## config.mk

```make
export PLATFORM = sky130hd
export DESIGN_NAME = neighbor_table_oldest_evict
export DESIGN_NICKNAME = d
export VERILOG_FILES = /design/src/rtl/core/nto_pkg.sv /design/src/rtl/core/nto_cell.sv /design/src/rtl/core/nto_ctrl.sv /design/src/rtl/core/neighbor_table_oldest_evict.sv
export VERILOG_INCLUDE_DIRS = /design/src /design/src/rtl/core
export SDC_FILE = /design/constraint.sdc
export NUM_CORES = 1
export LEC_CHECK = 0
export BUFFER_PORTS_ARGS = -buffer_cell sky130_fd_sc_hd__buf_2
export CORE_MARGIN = 10
export CORE_UTILIZATION = 50
export DETAILED_ROUTE_END_ITERATION = 8
export PLACE_DENSITY = 0.75
export SYNTH_ARGS = -nofsm -noshare
export SYNTH_HDL_FRONTEND = slang
export SYNTH_SLANG_ARGS = --single-unit
export TNS_END_PERCENT = 20
```

## constraint.sdc

```tcl
create_clock -name clk -period 69.1 [get_ports clk]
set_input_delay 3.455 -clock clk [delete_from_list [all_inputs] [get_ports clk]]
set_output_delay 3.455 -clock clk [all_outputs]
set_load 0.1 [all_outputs]
```

## src/rtl/core/neighbor_table_oldest_evict_macros.svh

```systemverilog
// Assertion macros used by the neighbor table sequencer RTL.
`ifndef NEIGHBOR_TABLE_OLDEST_EVICT_MACROS_SVH
`define NEIGHBOR_TABLE_OLDEST_EVICT_MACROS_SVH
`ifndef ASSERT_OFF
`define NT_ASSERT_IMP(label, clk, rst_n, ante, cons) \
  label: assert property (@(posedge clk) disable iff (!rst_n) (ante) |-> (cons)) \
    else $error("assertion failed");
`define NT_ASSERT_NXT(label, clk, rst_n, ante, cons) \
  label: assert property (@(posedge clk) disable iff (!rst_n) (ante) |=> (cons)) \
    else $error("assertion failed");
`else
`define NT_ASSERT_IMP(label, clk, rst_n, ante, cons)
`define NT_ASSERT_NXT(label, clk, rst_n, ante, cons)
`endif
`endif

```

## src/rtl/core/nto_pkg.sv

```systemverilog
// Package with shared types and constants of the neighbor table.
package nto_pkg;
  localparam int unsigned DefEntries = 16;
  localparam int unsigned SaveEvery  = 5;
  localparam logic [15:0] CountMax   = 16'hFFFF;
  localparam logic [1:0]  KindClient   = 2'd0;
  localparam logic [1:0]  KindRepeater = 2'd1;
  localparam logic [1:0]  KindRoom     = 2'd2;
  localparam logic [1:0]  KindUnused   = 2'd3;
  localparam logic        FuncUpdate = 1'b0;
  localparam logic        FuncLookup = 1'b1;

  // One table entry.
  typedef struct packed {
    logic [7:0]  key;
    logic [31:0] seen_ms;
    logic [31:0] adv_time;
    logic [8:0]  rssi;
    logic [7:0]  snr;
    logic [7:0]  hops;
    logic [1:0]  kind;
  } entry_t;

  // Control from the sequencer to every cell.
  typedef struct packed {
    logic shift;   // rotate the ring by one cell
    logic write;   // cell 0 takes wr_entry
  } cell_ctl_t;
endpackage

```

## src/rtl/core/nto_cell.sv

```systemverilog
// One storage cell of the rotating neighbor table ring.
module nto_cell (
  input  logic              clk,
  input  nto_pkg::cell_ctl_t ctl,
  input  logic              is_head,
  input  nto_pkg::entry_t   wr_entry,
  input  nto_pkg::entry_t   prev_entry,
  output nto_pkg::entry_t   entry
);
  import nto_pkg::*;
  entry_t entry_r, entry_nxt;

  always_comb begin
    entry_nxt = entry_r;
    if (ctl.shift) begin
      entry_nxt = prev_entry;
    end else if (ctl.write && is_head) begin
      entry_nxt = wr_entry;
    end
  end

  always_ff @(posedge clk) begin
    entry_r <= entry_nxt;
  end

  assign entry = entry_r;
endmodule

```

## src/rtl/core/nto_ctrl.sv

```systemverilog
// Sequencer that scans the ring, updates the head cell and keeps the counters.
`include "neighbor_table_oldest_evict_macros.svh"
module nto_ctrl #(
  parameter int unsigned TABLE_ENTRIES = nto_pkg::DefEntries
) (
  input  logic                clk,
  input  logic                rst_n,
  input  logic                in_tvalid,
  output logic                in_tready,
  input  logic [99:0]         in_bits,
  output logic                out_tvalid,
  input  logic                out_tready,
  output logic [71:0]         out_bits,
  input  nto_pkg::entry_t     head,
  output nto_pkg::cell_ctl_t  ctl,
  output nto_pkg::entry_t     wr_entry
);
  import nto_pkg::*;
  localparam int unsigned IW = $clog2(TABLE_ENTRIES);
  localparam int unsigned FW = $clog2(TABLE_ENTRIES + 1);

  typedef enum logic [3:0] {
    S_IDLE  = 4'b0001,
    S_SCAN  = 4'b0010,
    S_SEEK  = 4'b0100,
    S_OUT   = 4'b1000
  } state_t;

  state_t state_r, state_nxt;
  logic [99:0] item_r, item_nxt;
  logic [IW-1:0] pos_r, pos_nxt;        // ring offset of the head cell
  logic [IW:0]   cnt_r, cnt_nxt;        // cells seen in this pass
  logic [IW-1:0] tgt_r, tgt_nxt;        // slot to write
  logic [IW-1:0] old_r, old_nxt;
  logic [31:0]   oldt_r, oldt_nxt;
  logic [1:0]    oldk_r, oldk_nxt;
  logic          hit_r, hit_nxt;
  logic [7:0]    hhops_r, hhops_nxt;
  logic [FW-1:0] fill_r, fill_nxt;
  logic [15:0]   ctr_r [3], ctr_nxt [3];
  logic [2:0]    ins_r, ins_nxt;
  logic [71:0]   res_r, res_nxt;
  logic          ovld_r, ovld_nxt;
  logic          pass_done;

  logic        i_func;
  logic [7:0]  i_key, i_hops;
  logic [31:0] i_now, i_adv;
  logic [8:0]  i_rssi;
  logic [7:0]  i_snr;
  logic [1:0]  i_kind;
  assign i_func = item_r[0];
  assign i_key  = item_r[8:1];
  assign i_now  = item_r[40:9];
  assign i_adv  = item_r[72:41];
  assign i_rssi = item_r[81:73];
  assign i_snr  = item_r[89:82];
  assign i_hops = item_r[97:90];
  assign i_kind = item_r[99:98];

  assign pass_done = (cnt_r == (IW+1)'(TABLE_ENTRIES));

  always_comb begin
    logic [IW:0] used;
    logic        full, ins, sv;
    logic [7:0]  best;
    logic [FW-1:0] fl;
    logic [2:0]  ic;
    state_nxt = state_r;
    item_nxt = item_r; pos_nxt = pos_r; cnt_nxt = cnt_r; tgt_nxt = tgt_r;
    old_nxt = old_r; oldt_nxt = oldt_r; oldk_nxt = oldk_r; hit_nxt = hit_r;
    hhops_nxt = hhops_r; fill_nxt = fill_r; ctr_nxt = ctr_r; ins_nxt = ins_r;
    res_nxt = res_r; ovld_nxt = ovld_r;
    ctl = '0;
    wr_entry = head;
    used = (IW+1)'(fill_r);
    full = (used == (IW+1)'(TABLE_ENTRIES));
    ins = 1'b0; sv = 1'b0; best = 8'd0; fl = fill_r; ic = ins_r;
    if (ovld_r && out_tready) ovld_nxt = 1'b0;
    case (state_r)
      S_IDLE: begin
        if (in_tvalid && !ovld_r) begin
          item_nxt = in_bits; cnt_nxt = '0; hit_nxt = 1'b0;
          state_nxt = S_SCAN;
        end
      end
      S_SCAN: begin
        // Head cell holds slot pos_r; one cell per cycle passes by.
        if (pass_done) begin
          if (hit_r || i_func == FuncLookup) begin
            tgt_nxt = tgt_r;
          end else if (full) begin
            tgt_nxt = old_r;
          end else begin
            tgt_nxt = used[IW-1:0];
          end
          state_nxt = S_SEEK;
        end else begin
          if (!hit_r && {1'b0, pos_r} < used && head.key == i_key) begin
            hit_nxt = 1'b1; tgt_nxt = pos_r; hhops_nxt = head.hops;
          end
          // The pass may start mid-ring, so a tie goes to the lower slot.
          if (cnt_r == '0 || head.seen_ms < oldt_r ||
              (head.seen_ms == oldt_r && pos_r < old_r)) begin
            old_nxt = pos_r; oldt_nxt = head.seen_ms; oldk_nxt = head.kind;
          end
          ctl.shift = 1'b1;
          pos_nxt = (pos_r == IW'(TABLE_ENTRIES - 1)) ? '0 : pos_r + 1'b1;
          cnt_nxt = cnt_r + 1'b1;
        end
      end
      S_SEEK: begin
        if (i_func == FuncLookup || pos_r == tgt_r) begin
          if (i_func == FuncLookup) begin
            best = hit_r ? hhops_r : 8'd0;
          end else begin
            ins = !hit_r;
            wr_entry.key = i_key; wr_entry.seen_ms = i_now;
            wr_entry.adv_time = i_adv; wr_entry.rssi = i_rssi;
            wr_entry.snr = i_snr; wr_entry.kind = i_kind;
            best = (hit_r && hhops_r <= i_hops) ? hhops_r : i_hops;
            wr_entry.hops = best;
            ctl.write = 1'b1;
            if (ins) begin
              if (full) begin
                if (oldk_r != KindUnused && ctr_r[oldk_r] != 16'd0)
                  ctr_nxt[oldk_r] = ctr_r[oldk_r] - 16'd1;
              end else begin
                fl = fill_r + 1'b1;
              end
              if (i_kind != KindUnused && ctr_nxt[i_kind] != CountMax)
                ctr_nxt[i_kind] = ctr_nxt[i_kind] + 16'd1;
              ic = ins_r + 3'd1;
              if (ic >= 3'(SaveEvery)) begin
                sv = 1'b1; ic = 3'd0;
              end
            end
          end
          fill_nxt = fl; ins_nxt = ic;
          res_nxt = {4'd0, sv, ctr_nxt[KindRoom], ctr_nxt[KindRepeater],
                     ctr_nxt[KindClient], 5'(fl), best,
                     ins && full, 4'(hit_r || ins ? tgt_r : '0), hit_r};
          state_nxt = S_OUT;
        end else begin
          ctl.shift = 1'b1;
          pos_nxt = (pos_r == IW'(TABLE_ENTRIES - 1)) ? '0 : pos_r + 1'b1;
        end
      end
      S_OUT: begin
        ovld_nxt = 1'b1;
        state_nxt = S_IDLE;
      end
      default: state_nxt = S_IDLE;
    endcase
  end

  always_ff @(posedge clk) begin
    if (!rst_n) begin
      state_r <= S_IDLE; pos_r <= '0; cnt_r <= '0; hit_r <= 1'b0;
      fill_r <= '0; ins_r <= '0; ovld_r <= 1'b0;
      ctr_r[0] <= '0; ctr_r[1] <= '0; ctr_r[2] <= '0;
    end else begin
      state_r <= state_nxt; pos_r <= pos_nxt; cnt_r <= cnt_nxt; hit_r <= hit_nxt;
      fill_r <= fill_nxt; ins_r <= ins_nxt; ovld_r <= ovld_nxt; ctr_r <= ctr_nxt;
    end
    item_r <= item_nxt; tgt_r <= tgt_nxt; old_r <= old_nxt; oldt_r <= oldt_nxt;
    oldk_r <= oldk_nxt; hhops_r <= hhops_nxt; res_r <= res_nxt;
  end

  assign in_tready  = (state_r == S_IDLE) && !ovld_r;
  assign out_tvalid = ovld_r;
  assign out_bits   = res_r;

  `NT_ASSERT_IMP(a_fill_max, clk, rst_n, 1'b1, fill_r <= FW'(TABLE_ENTRIES))
  `NT_ASSERT_IMP(a_ins_max, clk, rst_n, 1'b1, ins_r < 3'(SaveEvery))
  `NT_ASSERT_NXT(a_take_scan, clk, rst_n, in_tvalid && in_tready, state_r == S_SCAN)
  `NT_ASSERT_IMP(a_no_accept_busy, clk, rst_n, state_r != S_IDLE, !in_tready)
endmodule

```

## src/rtl/core/neighbor_table_oldest_evict.sv

```systemverilog
// Top level of the neighbor table with oldest-entry eviction.
//
//  Channel | Dir | Handshake            | Payload
//  in_     | in  | in_tvalid/in_tready   | in_tdata: func..node_kind
//  out_    | out | out_tvalid/out_tready | out_tdata: found..save_due
//
// The entries live in a ring of TABLE_ENTRIES cells that rotates one cell per
// cycle while an item is scanned or sought; the sequencer only sees the head
// cell. An item takes one full rotation to scan for the first match and the
// oldest entry; then, for an update, the ring shifts until the target slot is
// at the head and the entry is written there. The result is registered in
// S_SEEK and S_OUT then raises out_tvalid. A new input transfer is taken only
// in S_IDLE with the output register empty.
// Reset (rst_n low, synchronous) clears the fill level, counters and save
// count; entry contents are left as they are. A stalled result holds in the
// output register and blocks the next input transfer until it is taken.
module neighbor_table_oldest_evict #(
  parameter int unsigned TABLE_ENTRIES = nto_pkg::DefEntries
) (
  input  logic         clk,
  input  logic         rst_n,
  input  logic         in_tvalid,
  output logic         in_tready,
  // func[0], key_hash[8:1], now_ms[40:9], advert_time[72:41], rssi[81:73],
  // snr[89:82], hop_count[97:90], node_kind[99:98], zero fill to 104.
  input  logic [103:0] in_tdata,
  output logic         out_tvalid,
  input  logic         out_tready,
  // found[0], slot[4:1], evicted[5], best_hops[13:6], used_entries[18:14],
  // clients_seen[34:19], repeaters_seen[50:35], rooms_seen[66:51],
  // save_due[67], zero fill to 72.
  output logic [71:0]  out_tdata
);
  import nto_pkg::*;

  cell_ctl_t ctl;
  entry_t    wr_entry;
  entry_t    cells [TABLE_ENTRIES];
  logic [71:0] res;

  nto_ctrl #(.TABLE_ENTRIES(TABLE_ENTRIES)) u_ctrl (
    .clk, .rst_n, .in_tvalid, .in_tready, .in_bits(in_tdata[99:0]),
    .out_tvalid, .out_tready, .out_bits(res),
    .head(cells[0]), .ctl, .wr_entry
  );

  // Cell 0 is the head; on a shift each cell takes its upper neighbor,
  // and the head wraps around to the last cell.
  for (genvar g = 0; g < TABLE_ENTRIES; g++) begin : g_cell
    nto_cell u_cell (
      .clk, .ctl, .is_head(g == 0), .wr_entry,
      .prev_entry(cells[(g + 1) % TABLE_ENTRIES]), .entry(cells[g])
    );
  end

  assign out_tdata = {4'd0, res[67:0]};
endmodule

```

# Word-level counts from Yosys, hierarchy flattened
# Cells that the tools add are included.
[classes]
eq_ne = 21
add_sub_neg = 6
magnitude_cmp = 9
muxes = 64
bitwise_logic = 5
reduce_logical = 40
[ops]
columns = ["operator", "count"]
rows = [
  ["$mux 99", 5],
  ["$mux 48", 9],
  ["$bwmux 48", 2],
  ["$mux 16", 6],
  ["$bmux 16 s2", 2],
  ["$demux 16 s2", 2],
  ["$mux 4", 10],
  ["$eq 32x32->1", 1],
  ["$lt 32x32->1", 1],
  ["$mux 5", 5],
  ["$mux 8", 3],
  ["$reduce_and 3->1", 6],
  ["$add 16x1->16 const B", 1],
  ["$ne 16x16->1 const B", 1],
  ["$reduce_bool 16->1", 1],
  ["$sub 16x1->16 const B", 1],
  ["$mux 1", 14],
  ["$reduce_bool 2->1", 7],
  ["$logic_and 1x1->1", 12],
  ["$ne 2x2->1 const B", 6],
  ["$pmux 4 s3", 1],
  ["$reduce_and 4->1", 3],
  ["$add 5x1->5 const B", 2],
  ["$eq 5x5->1 const B", 2],
  ["other kinds (25)", 42],
]
[totals]
out_inout_bits = 74
word_cells = 276
in_bits = 108
ff_bits = 1873

# Logic depth before layout (Yosys ltp)
# Gate-level depths: netlist of the first run.
[depth]
word_depth = 20
ltp_mapped = 26
mapped_depth_nobuf = 19

# Modules after synthesis
# Synthesis of the first run repeated with hierarchy kept, for this count alone.
[hier_totals]
cells_unflattened = 5017
hier_area_um2 = 90907.2
[modules_own_cells]
columns = ["mod", "cells_each", "area_per_inst_um2", "seq_area_each_um2", "n_inst"]
rows = [
  ["nto_cell", 210, 4678.2, 2972.9, 16],
  ["nto_ctrl", 1651, 16017.9, 7967.6, 1],
  ["neighbor_table_oldest_evict", 6, 37.5, 0.0, 1],
]

# Worst setup path after synthesis of the first run
# Ideal clock, no wire load.
[synth_timing]
kind = "register -> register"
startpoint = "reg u_ctrl.pos_r[0]"
endpoint = "reg g_cell[10].u_cell.entry_r (netlist bit g_cell[10].u_cell.entry[0]) (enable)"
t_arrival_ns = 21.936
path_buffers = 3
period_less_slack_ns = 23.344
setup_slack_ns = 45.756
stages_incl_launch_ff = 9
required_ns = 67.693
setup_time_ns = 1.407
cell_sequence = "dfxtp_1 clkbuf_1 xor2_1 nor4_1 or3_1 and2_1 clkbuf_1 inv_2 clkbuf_1"
[synth_lines]
columns = ["item", "line", "rtl"]
rows = [
  ["start, declared", "nto_ctrl.sv:31", "logic [IW-1:0] pos_r, pos_nxt;"],
  ["start signal, assigned", "nto_ctrl.sv:163", "state_r <= state_nxt; pos_r <= pos_nxt; cnt_r <= cnt_nxt; hit_r <= hit_nxt;"],
  ["end signal, assigned", "nto_cell.sv:23", "entry_r <= entry_nxt;"],
  ["end, declared", "nto_cell.sv:11", "entry_t entry_r, entry_nxt;"],
]

# Final worst setup path of the first run
[layout_timing]
startpoint = "reg u_ctrl.oldk_r[0]"
endpoint = "reg u_ctrl.res_r[44], in the netlist u_ctrl.out_bits[44] (data pin)"
[layout_via]
elab_chain_len = 20
elab_cells_between_ends = 30
cone_classes = "add/sub: 2; order compare: 2; eq/ne: 2; mux: 19; bitwise: 1; reduce/logical: 4"
[layout_lines]
columns = ["item", "line", "rtl"]
rows = [
  ["start, declared", "nto_ctrl.sv:36", "logic [1:0] oldk_r, oldk_nxt;"],
  ["start signal, assigned", "nto_ctrl.sv:167", "oldk_r <= oldk_nxt; hhops_r <= hhops_nxt; res_r <= res_nxt;"],
  ["$not 2->3 (not written as such)", "nto_ctrl.sv:126, nto_ctrl.sv:127", ""],
  ["$bmux 16 s2, or another cell as far along", "nto_ctrl.sv:126, nto_ctrl.sv:127", ""],
  ["$mux 16 (not written as such) / $logic_and 1x1->1 (equally long branches)", "nto_ctrl.sv:126, nto_ctrl.sv:127", ""],
  ["$mux 16 (on tied branches)", "nto_ctrl.sv:126, nto_ctrl.sv:127", ""],
  ["$sub 16x1->16, or another cell as far along", "nto_ctrl.sv:127", "ctr_nxt[oldk_r] = ctr_r[oldk_r] - 16'd1;"],
  ["$bwmux 48 / $logic_and 1x1->1 (equally long branches)", "nto_ctrl.sv:127, nto_ctrl.sv:126", ""],
  ["$mux 48 *", "nto_ctrl.sv:126", "if (oldk_r != KindUnused && ctr_r[oldk_r] != 16'd0)"],
  ["$mux 48 *", "nto_ctrl.sv:125", "if (full) begin"],
  ["[3 not listed]", "n/a", ""],
  ["$mux 48 *", "nto_ctrl.sv:80", "case (state_r)"],
  ["$bmux 16 s2", "nto_ctrl.sv:131, nto_ctrl.sv:132", ""],
  ["$mux 16 (not written as such) (2 in series)", "nto_ctrl.sv:131, nto_ctrl.sv:132", ""],
  ["$add 16x1->16 / $ne 16x16->1 (equally long branches)", "nto_ctrl.sv:132, nto_ctrl.sv:131", ""],
  ["$bwmux 48 / $logic_and 1x1->1 (equally long branches)", "nto_ctrl.sv:132, nto_ctrl.sv:131", ""],
  ["$mux 48 *", "nto_ctrl.sv:131", "if (i_kind != KindUnused && ctr_nxt[i_kind] != CountMax)"],
  ["$mux 48 *", "nto_ctrl.sv:124", "if (ins) begin"],
  ["$mux 48 *", "nto_ctrl.sv:114", "if (i_func == FuncLookup) begin"],
  ["end signal, assigned", "nto_ctrl.sv:167", ""],
  ["end, declared", "nto_ctrl.sv:42", "logic [71:0] res_r, res_nxt;"],
]
# Mark *: on every way between the ends. The rest lies on a longest branch, timed or not. The select of a mux whose other input is x is not followed.
# A chain may end at the register's enable or synchronous reset.

==> impl_metrics.py, run 1 <==
metrics = {
    "clocking": {
        "cts_inserted_buffers": 98,
        "postCtsSetupBuffers": 0,
        "clkSinkCount": 1040,
        "ctsResizeCount": 0,
        "insertion_delay_ps": 650,
        "cts.path.max_buffers": 3,
        "htreeDepth": 3,
        "clockRootBuffer": "clkbuf_16",
        "cts_tree": "built",
        "hold_buffers": 0,
        "clkTransAtPathRegs_ps": 70,
    },
    "final_layout": {
        "num-fill-cells": 5492,
        "nNetsFinal": 2595,
        "n_antenna_cell": 0,
        "layout-drive-gt1-share": 0.1515,
        "final_common_cell": "edfxtp_1",
        "syn_to_final_growth_pct": 13.71,
        "seqCellArea_sq_um": 30520,
        "design_area_sq_um": 43090,
        "mostFrequentLayoutCells": "edfxtp_1, nand2_1, buf_2, clkbuf_16, o21ai_0",
        "multi_input_area_sq_um": 6679,
    },
    "logic_synthesis": {
        "synth_area_sq_um": 37890,
        "ys_warn_count": 0,
        "yosys.area.top_type": "edfxtp_1",
        "ys_types": 80,
        "netlist.area_leader.share": 0.7680,
        "synth_seq_cells": 1040,
        "syn_inst": 2256,
        "synth_edf_count": 969,
        "ys_top_cells_by_area": "edfxtp_1, dfxtp_1, nand2_1",
        "synthArstFlopShare": 0,
        "syn_avg_cell_area_sq_um": 16.79,
        "yosysSeqAreaShare": 0.8055,
        "synthFlopType": "edfxtp_1",
    },
    "critical_path": {
        "worstSetupEndpointType": "flop",
        "cp.required_ps": 69510,
        "worstSetupPathType": "reg -> reg",
        "cp.arrival_ps": 7500,
        "critPathMaxFanout": 22,
        "cp-start-kind": "flop",
        "rrSetupSlack_ps": 62020,
    },
    "place": {
        "dpl-instance-area_sq_um": 39650,
        "gp_congestion": 0.8661,
        "dp_slack_ps": 62160,
        "numPortBuffers": 124,
        "hpwl_um": 44120,
    },
    "timing": {
        "fmax_mhz": 141.2,
        "worst_slack_ps": 62020,
        "fin_crit_sh": 0.1025,
        "slew_viol_final": 0,
        "worst_pin_slew_ps": 1148,
        "setup_viol": 0,
        "hold_ws_ps": 403.3,
        "fin_crit_ps": 7082,
        "rsz0062_at_grt": "no",
        "max_slew_margin": 0.2349,
        "hold_viol": 0,
        "tns_ps": 0,
        "skew_ps": 24.82,
    },
    "floorplanning": {
        "dieArea_sq_um": 87190,
        "die_y_um": 295.3,
        "num_rows": 100,
        "start_util": 0.5064,
        "die_x_um": 295.3,
        "coreArea_sq_um": 74820,
        "io_pins": 182,
    },
    "route": {
        "ant_nets": 0,
        "routed-via-count": 19400,
        "drt_pass1_iterations": 5,
        "wl_um": 74670,
        "drc": 0,
        "via_per_inst": 5.569,
        "first_iter_violations": 1969,
        "wl_per_cell_um": 21.43,
    },
    "power_and_ir_drop": {
        "power_switching_mw": 0.3751,
        "leakagePower_nw": 14.52,
        "swShare": 0.2440,
        "clkPwrFrac": 0.366,
        "internal_power_mw": 1.162,
        "power_frac_comb": 0.096,
        "seqPwrFrac": 0.539,
        "vdd_drop_max_mv": 0.03117,
        "pwr_density_cell_nw_per_um2": 35.68,
        "total_power_mw": 1.537,
    },
    "grt": {
        "antenna_found_initial": 2,
        "grt.total_usage": 0.1716,
        "grt_pass1_wl_um": 115500,
        "gr-total-overflow": 0,
        "grt_max_degree": 171,
        "grt_pass1_vias": 19450,
    },
    "status": {
        "status": "completed",
    },
    "flow_run": {
        "drv_cap": 0,
    },
    "min_path": {
        "hp-class": "reg -> reg",
    },
}
synth_stat cells (all sizes together) (4+ instances only):
master,n
o211a,4
a32oi,6
clkbuf,61
o311ai,5
or3,12
a211oi,21
xnor2,23
mux2,12
nor4b,5
o21ai,109
nand4b,5
and2,18
nand2b,19
edfxtp,969
nor2,80
mux2i,62
xor2,23
nand2,252
a311oi,4
a31oi,17
buf,33
o221ai,10
o2bb2ai,21
or2,8
nand3,40
a221oi,5
o211ai,18
nor2b,13
nor4,13
dfxtp,71
and3,10
nor3,26
ha,56
nand4,19
o31ai,17
inv,80
a21oi,56
o21a,11
a22oi,7
cells by family (layout without fill, tap and decap cells):
kind of cell / count (synthesis) / after routing / synth area share
flip-flops: 1040 / 1040 / 0.8055
AND/OR/NAND/NOR: 527 / 527 / 0.06492
AO/OA/AOI/OAI: 338 / 338 / 0.06043
buffers and inverters: 174 / 430 / 0.01998
multiplexers: 74 / 74 / 0.01995
adder cells (fa/ha/maj): 56 / 56 / 0.01849
XOR/XNOR: 46 / 46 / 0.01063
other: 1 / 4 / 0.00009897
layout make-up:
type	instances	area share
clock buffers	131	0.06334
multi-input cells	1045	0.1550
clock inverters	53	0.01629
repair buffers	166	0.02172
inverters	80	0.007144
flip-flops and latches	1040	0.7083
well taps	969	0.02814
power by group through the flow:
stage / Sequential, mW / Combinational [mW] / Clock (mW)
floorplan: 0.921 / 0.0930 / 0
finish: 0.828 / 0.147 / 0.562
global route: 0.836 / 0.162 / 0.599
CTS: 0.830 / 0.149 / 0.575
detailed placement: 0.840 / 0.148 / 0
global placement: 0.838 / 0.143 / 0
per-stage QoR:
step	utilization	cells
floorplan	-	2259
global placement	0.5300	3300
detailed placement	0.5300	3300
CTS	0.5758	3484
global route	0.5758	3484
finish	0.5758	3484
path summary, 6_finish.rpt:
kind                                             startpoint                           to  cells past startpoint
worst max-delay path                       u_ctrl.oldk_r[0]          u_ctrl.out_bits[44]                     22
worst min-delay path            g_cell[11].u_cell.entry[86]  g_cell[10].u_cell.entry[86]                      0
worst max register to register             u_ctrl.oldk_r[0]          u_ctrl.out_bits[44]                     22
worst min register to register  g_cell[11].u_cell.entry[86]  g_cell[10].u_cell.entry[86]                      0
flip-flops by register name, summed over array words and instances (netlist names):
name	count
g_cell.u_cell.entry	800
u_ctrl.cnt_r	5
u_ctrl.ctr_r	48
u_ctrl.fill_r	5
u_ctrl.hhops_r	8
u_ctrl.hit_r	1
u_ctrl.ins_r	3
u_ctrl.item_r	51
u_ctrl.old_r	4
u_ctrl.oldk_r	2
u_ctrl.oldt_r	32
u_ctrl.out_bits	68
u_ctrl.out_tvalid	1
u_ctrl.pos_r	4
u_ctrl.state_r	4
u_ctrl.tgt_r	4
metal layers:
| metal | global-route usage | vias to the layer above | wire length, um |
|---|---|---|---|
| li1 | - | 8916 | - |
| met1 | 0.2475 | 9706 | 33880 |
| met2 | 0.2546 | 623 | 33490 |
| met3 | 0.03540 | 156 | 4679 |
| met4 | 0.06662 | 0 | 2623 |
| met5 | 0 | - | 0 |
critical path, stage by stage, from the launching register on:
cell and delay [ps]:
edfxtp_1 330, buf_4 330, nor2b_2 200, buf_4 320
o2bb2ai_2 280, inv_1 270, ha_1 250, o211ai_1 240
nor3_2 160, nand2_1 350, o211a_1 460, buf_4 330
nand2_1 110, o2111ai_1 290, or2_2 160, ha_1 270
and3_1 230, o311ai_2 120, buf_4 250, or3_1 400
o21ai_2 820, mux2i_1 240, a22oi_1 390
No activity file was read; power rests on OpenSTA's default activity.
==> run 2, diff against run 1 <==
==> constraint.sdc (replaced) <==
create_clock -name clk -period 6.86 [get_ports clk]
set_input_delay 0.343 -clock clk [delete_from_list [all_inputs] [get_ports clk]]
set_output_delay 0.343 -clock clk [all_outputs]
set_load 0.1 [all_outputs]
==> impl_metrics.py, run 2 (same netlist as run 1, synthesis figures left out) <==
metrics = {
    "clocking": {
        "clockRootBuffer": "clkbuf_16",
        "insertion_delay_ps": 650,
        "clkTransAtPathRegs_ps": 60,
        "clkSinkCount": 1040,
        "ctsResizeCount": 0,
        "cts.path.max_buffers": 3,
        "cts_tree": "built",
        "cts_inserted_buffers": 101,
        "htreeDepth": 3,
    },
    "route": {
        "wl_um": 77150,
        "routed-via-count": 20030,
        "drc": 0,
        "first_iter_violations": 1726,
        "drt_pass1_iterations": 5,
        "ant_nets": 0,
        "wl_per_cell_um": 21.35,
        "via_per_inst": 5.544,
    },
    "timing": {
        "tns_ps": 0,
        "hold_ws_ps": 302.5,
        "fin_crit_sh": 0.8795,
        "max_slew_margin": 0.2481,
        "rsz0062_at_grt": "no",
        "slew_viol_final": 0,
        "skew_ps": 24.15,
        "hold_viol": 0,
        "fin_crit_ps": 6033,
        "setup_viol": 0,
        "worst_pin_slew_ps": 1124,
        "fmax_mhz": 165.7,
    },
    "floorplanning": {
        "start_util": 0.5064,
        "io_pins": 182,
        "dieArea_sq_um": 87190,
        "die_y_um": 295.3,
        "coreArea_sq_um": 74820,
        "num_rows": 100,
        "die_x_um": 295.3,
    },
    "status": {
        "status": "completed",
    },
    "grt": {
        "grt_pass1_vias": 20170,
        "gr-total-overflow": 0,
        "grt.total_usage": 0.1772,
        "antenna_found_initial": 0,
        "grt_pass1_wl_um": 119100,
        "grt_max_degree": 197,
    },
    "critical_path": {
        "cp.arrival_ps": 6400,
        "cp_slowest_cell": "nor3_1",
        "worstSetupPathType": "reg -> reg",
        "r2r_start": "u_ctrl.oldk_r[1]",
        "path_cells": "buf_4 -> nor2b_1 -> buf_4 -> o2bb2ai_1 -> nor3_1 -> nand4_2 -> o211ai_1 -> or2_2 -> o2111ai_1 -> or2_2 -> ha_1 -> and3_1 -> o311ai_2 -> or3_1 -> buf_4 -> o21ai_2 -> buf_4 -> buf_4 -> o21ai_0 -> o21ai_0",
        "worst_path_most_repeated_cell": "buf_4",
        "cp-start-kind": "flop",
        "worstSetupEndpointType": "flop",
        "critPathMaxFanout": 15,
        "cp.required_ps": 7220,
        "slowest_delay_ps": 640,
        "cp-startpoint": "u_ctrl.oldk_r[1]",
    },
    "final_layout": {
        "seqCellArea_sq_um": 30520,
        "largest_register_ffs": 800,
        "design_area_sq_um": 44190,
        "layout-drive-gt1-share": 0.1683,
        "layoutNonFillerInstCount": 3613,
        "mostFrequentLayoutCells": "edfxtp_1, nand2_1, buf_2, buf_4, clkbuf_16",
        "nNetsFinal": 2726,
        "multi_input_area_sq_um": 6665,
        "num-fill-cells": 5408,
        "syn_to_final_growth_pct": 16.63,
        "final_common_cell": "edfxtp_1",
        "n_antenna_cell": 0,
    },
    "place": {
        "numPortBuffers": 124,
        "hpwl_um": 46580,
        "dpl-instance-area_sq_um": 40300,
        "gp_congestion": 0.9242,
        "dp_cells": 3376,
    },
    "flow_run": {
        "drv_cap": 0,
    },
    "power_and_ir_drop": {
        "pwr_density_cell_nw_per_um2": 349.6,
        "seqPwrFrac": 0.540,
        "swShare": 0.2479,
        "vdd_drop_max_mv": 0.2669,
        "leakagePower_nw": 15.08,
        "power_switching_mw": 3.830,
        "clkPwrFrac": 0.359,
        "internal_power_mw": 11.62,
        "power_frac_comb": 0.101,
    },
    "min_path": {
        "min_from": "in_tvalid",
        "hp-class": "in -> reg",
    },
}
-- run 2: timing repair --
item                                   in CTS  in global routing
setup endpoints to repair                   0                  0
buffers inserted                            0                  0
endpoints found under the hold margin      52                  0
hold buffers                               52                  0
-- run 2: power groups by stage --
stage,Sequential (mW),Clock [mW],Combinational [mW]
after floorplan,8.54,0,0.927
after global placement,8.43,0,1.49
after detailed placement,8.45,0,1.54
after CTS,8.35,5.68,1.57
after global routing,8.41,5.93,1.71
final,8.34,5.55,1.56
-- run 2: metrics by stage --
step	power, mW	util	worst slack (ps)
2_1_floorplan	9.469	-	1694
3_3_place_gp	9.916	0.5386	1108
3_5_place_dp	9.996	0.5386	1032
4_1_cts	15.60	0.5906	998.6
5_1_grt	16.05	0.5906	478.1
6_report	15.45	0.5906	826.6
-- run 2: critical path, delay by kind of cell, from the launching register on --
kind	cells	cell delay, ps
and+or+nand+nor	7	2320
adders and majority gates	1	230
AOI/OAI and AO/OA	7	1720
buffers and inverters	5	1110
DFF	1	350
-- run 2: layout make-up --
class / instances / share of cell area
Sequential cell: 1040 / 0.6907
Multi-Input combinational cell: 1045 / 0.1508
Clock buffer: 119 / 0.06011
Timing Repair Buffer: 294 / 0.04785
Tap cell: 969 / 0.02744
Clock inverter: 66 / 0.01614
Inverter: 80 / 0.006965
-- run 2: worst paths after layout --
path | slack [ps] | depth (start not counted) | to
setup / recovery | 830 | 20 | u_ctrl.out_bits[21]
hold / removal | 300 | 2 | u_ctrl.item_r[0]
setup reg to reg | 830 | 20 | u_ctrl.out_bits[21]
hold reg to reg | 400 | 0 | g_cell[14].u_cell.entry[3]
-- run 2: routing by layer --
layer | wire, um | GRT usage | share of wire
met4 | 3014 | 0.07330 | 0.039
met1 | 34590 | 0.2528 | 0.45
met5 | 0 | 0 | 0
met3 | 4862 | 0.03480 | 0.063
met2 | 34690 | 0.2651 | 0.45
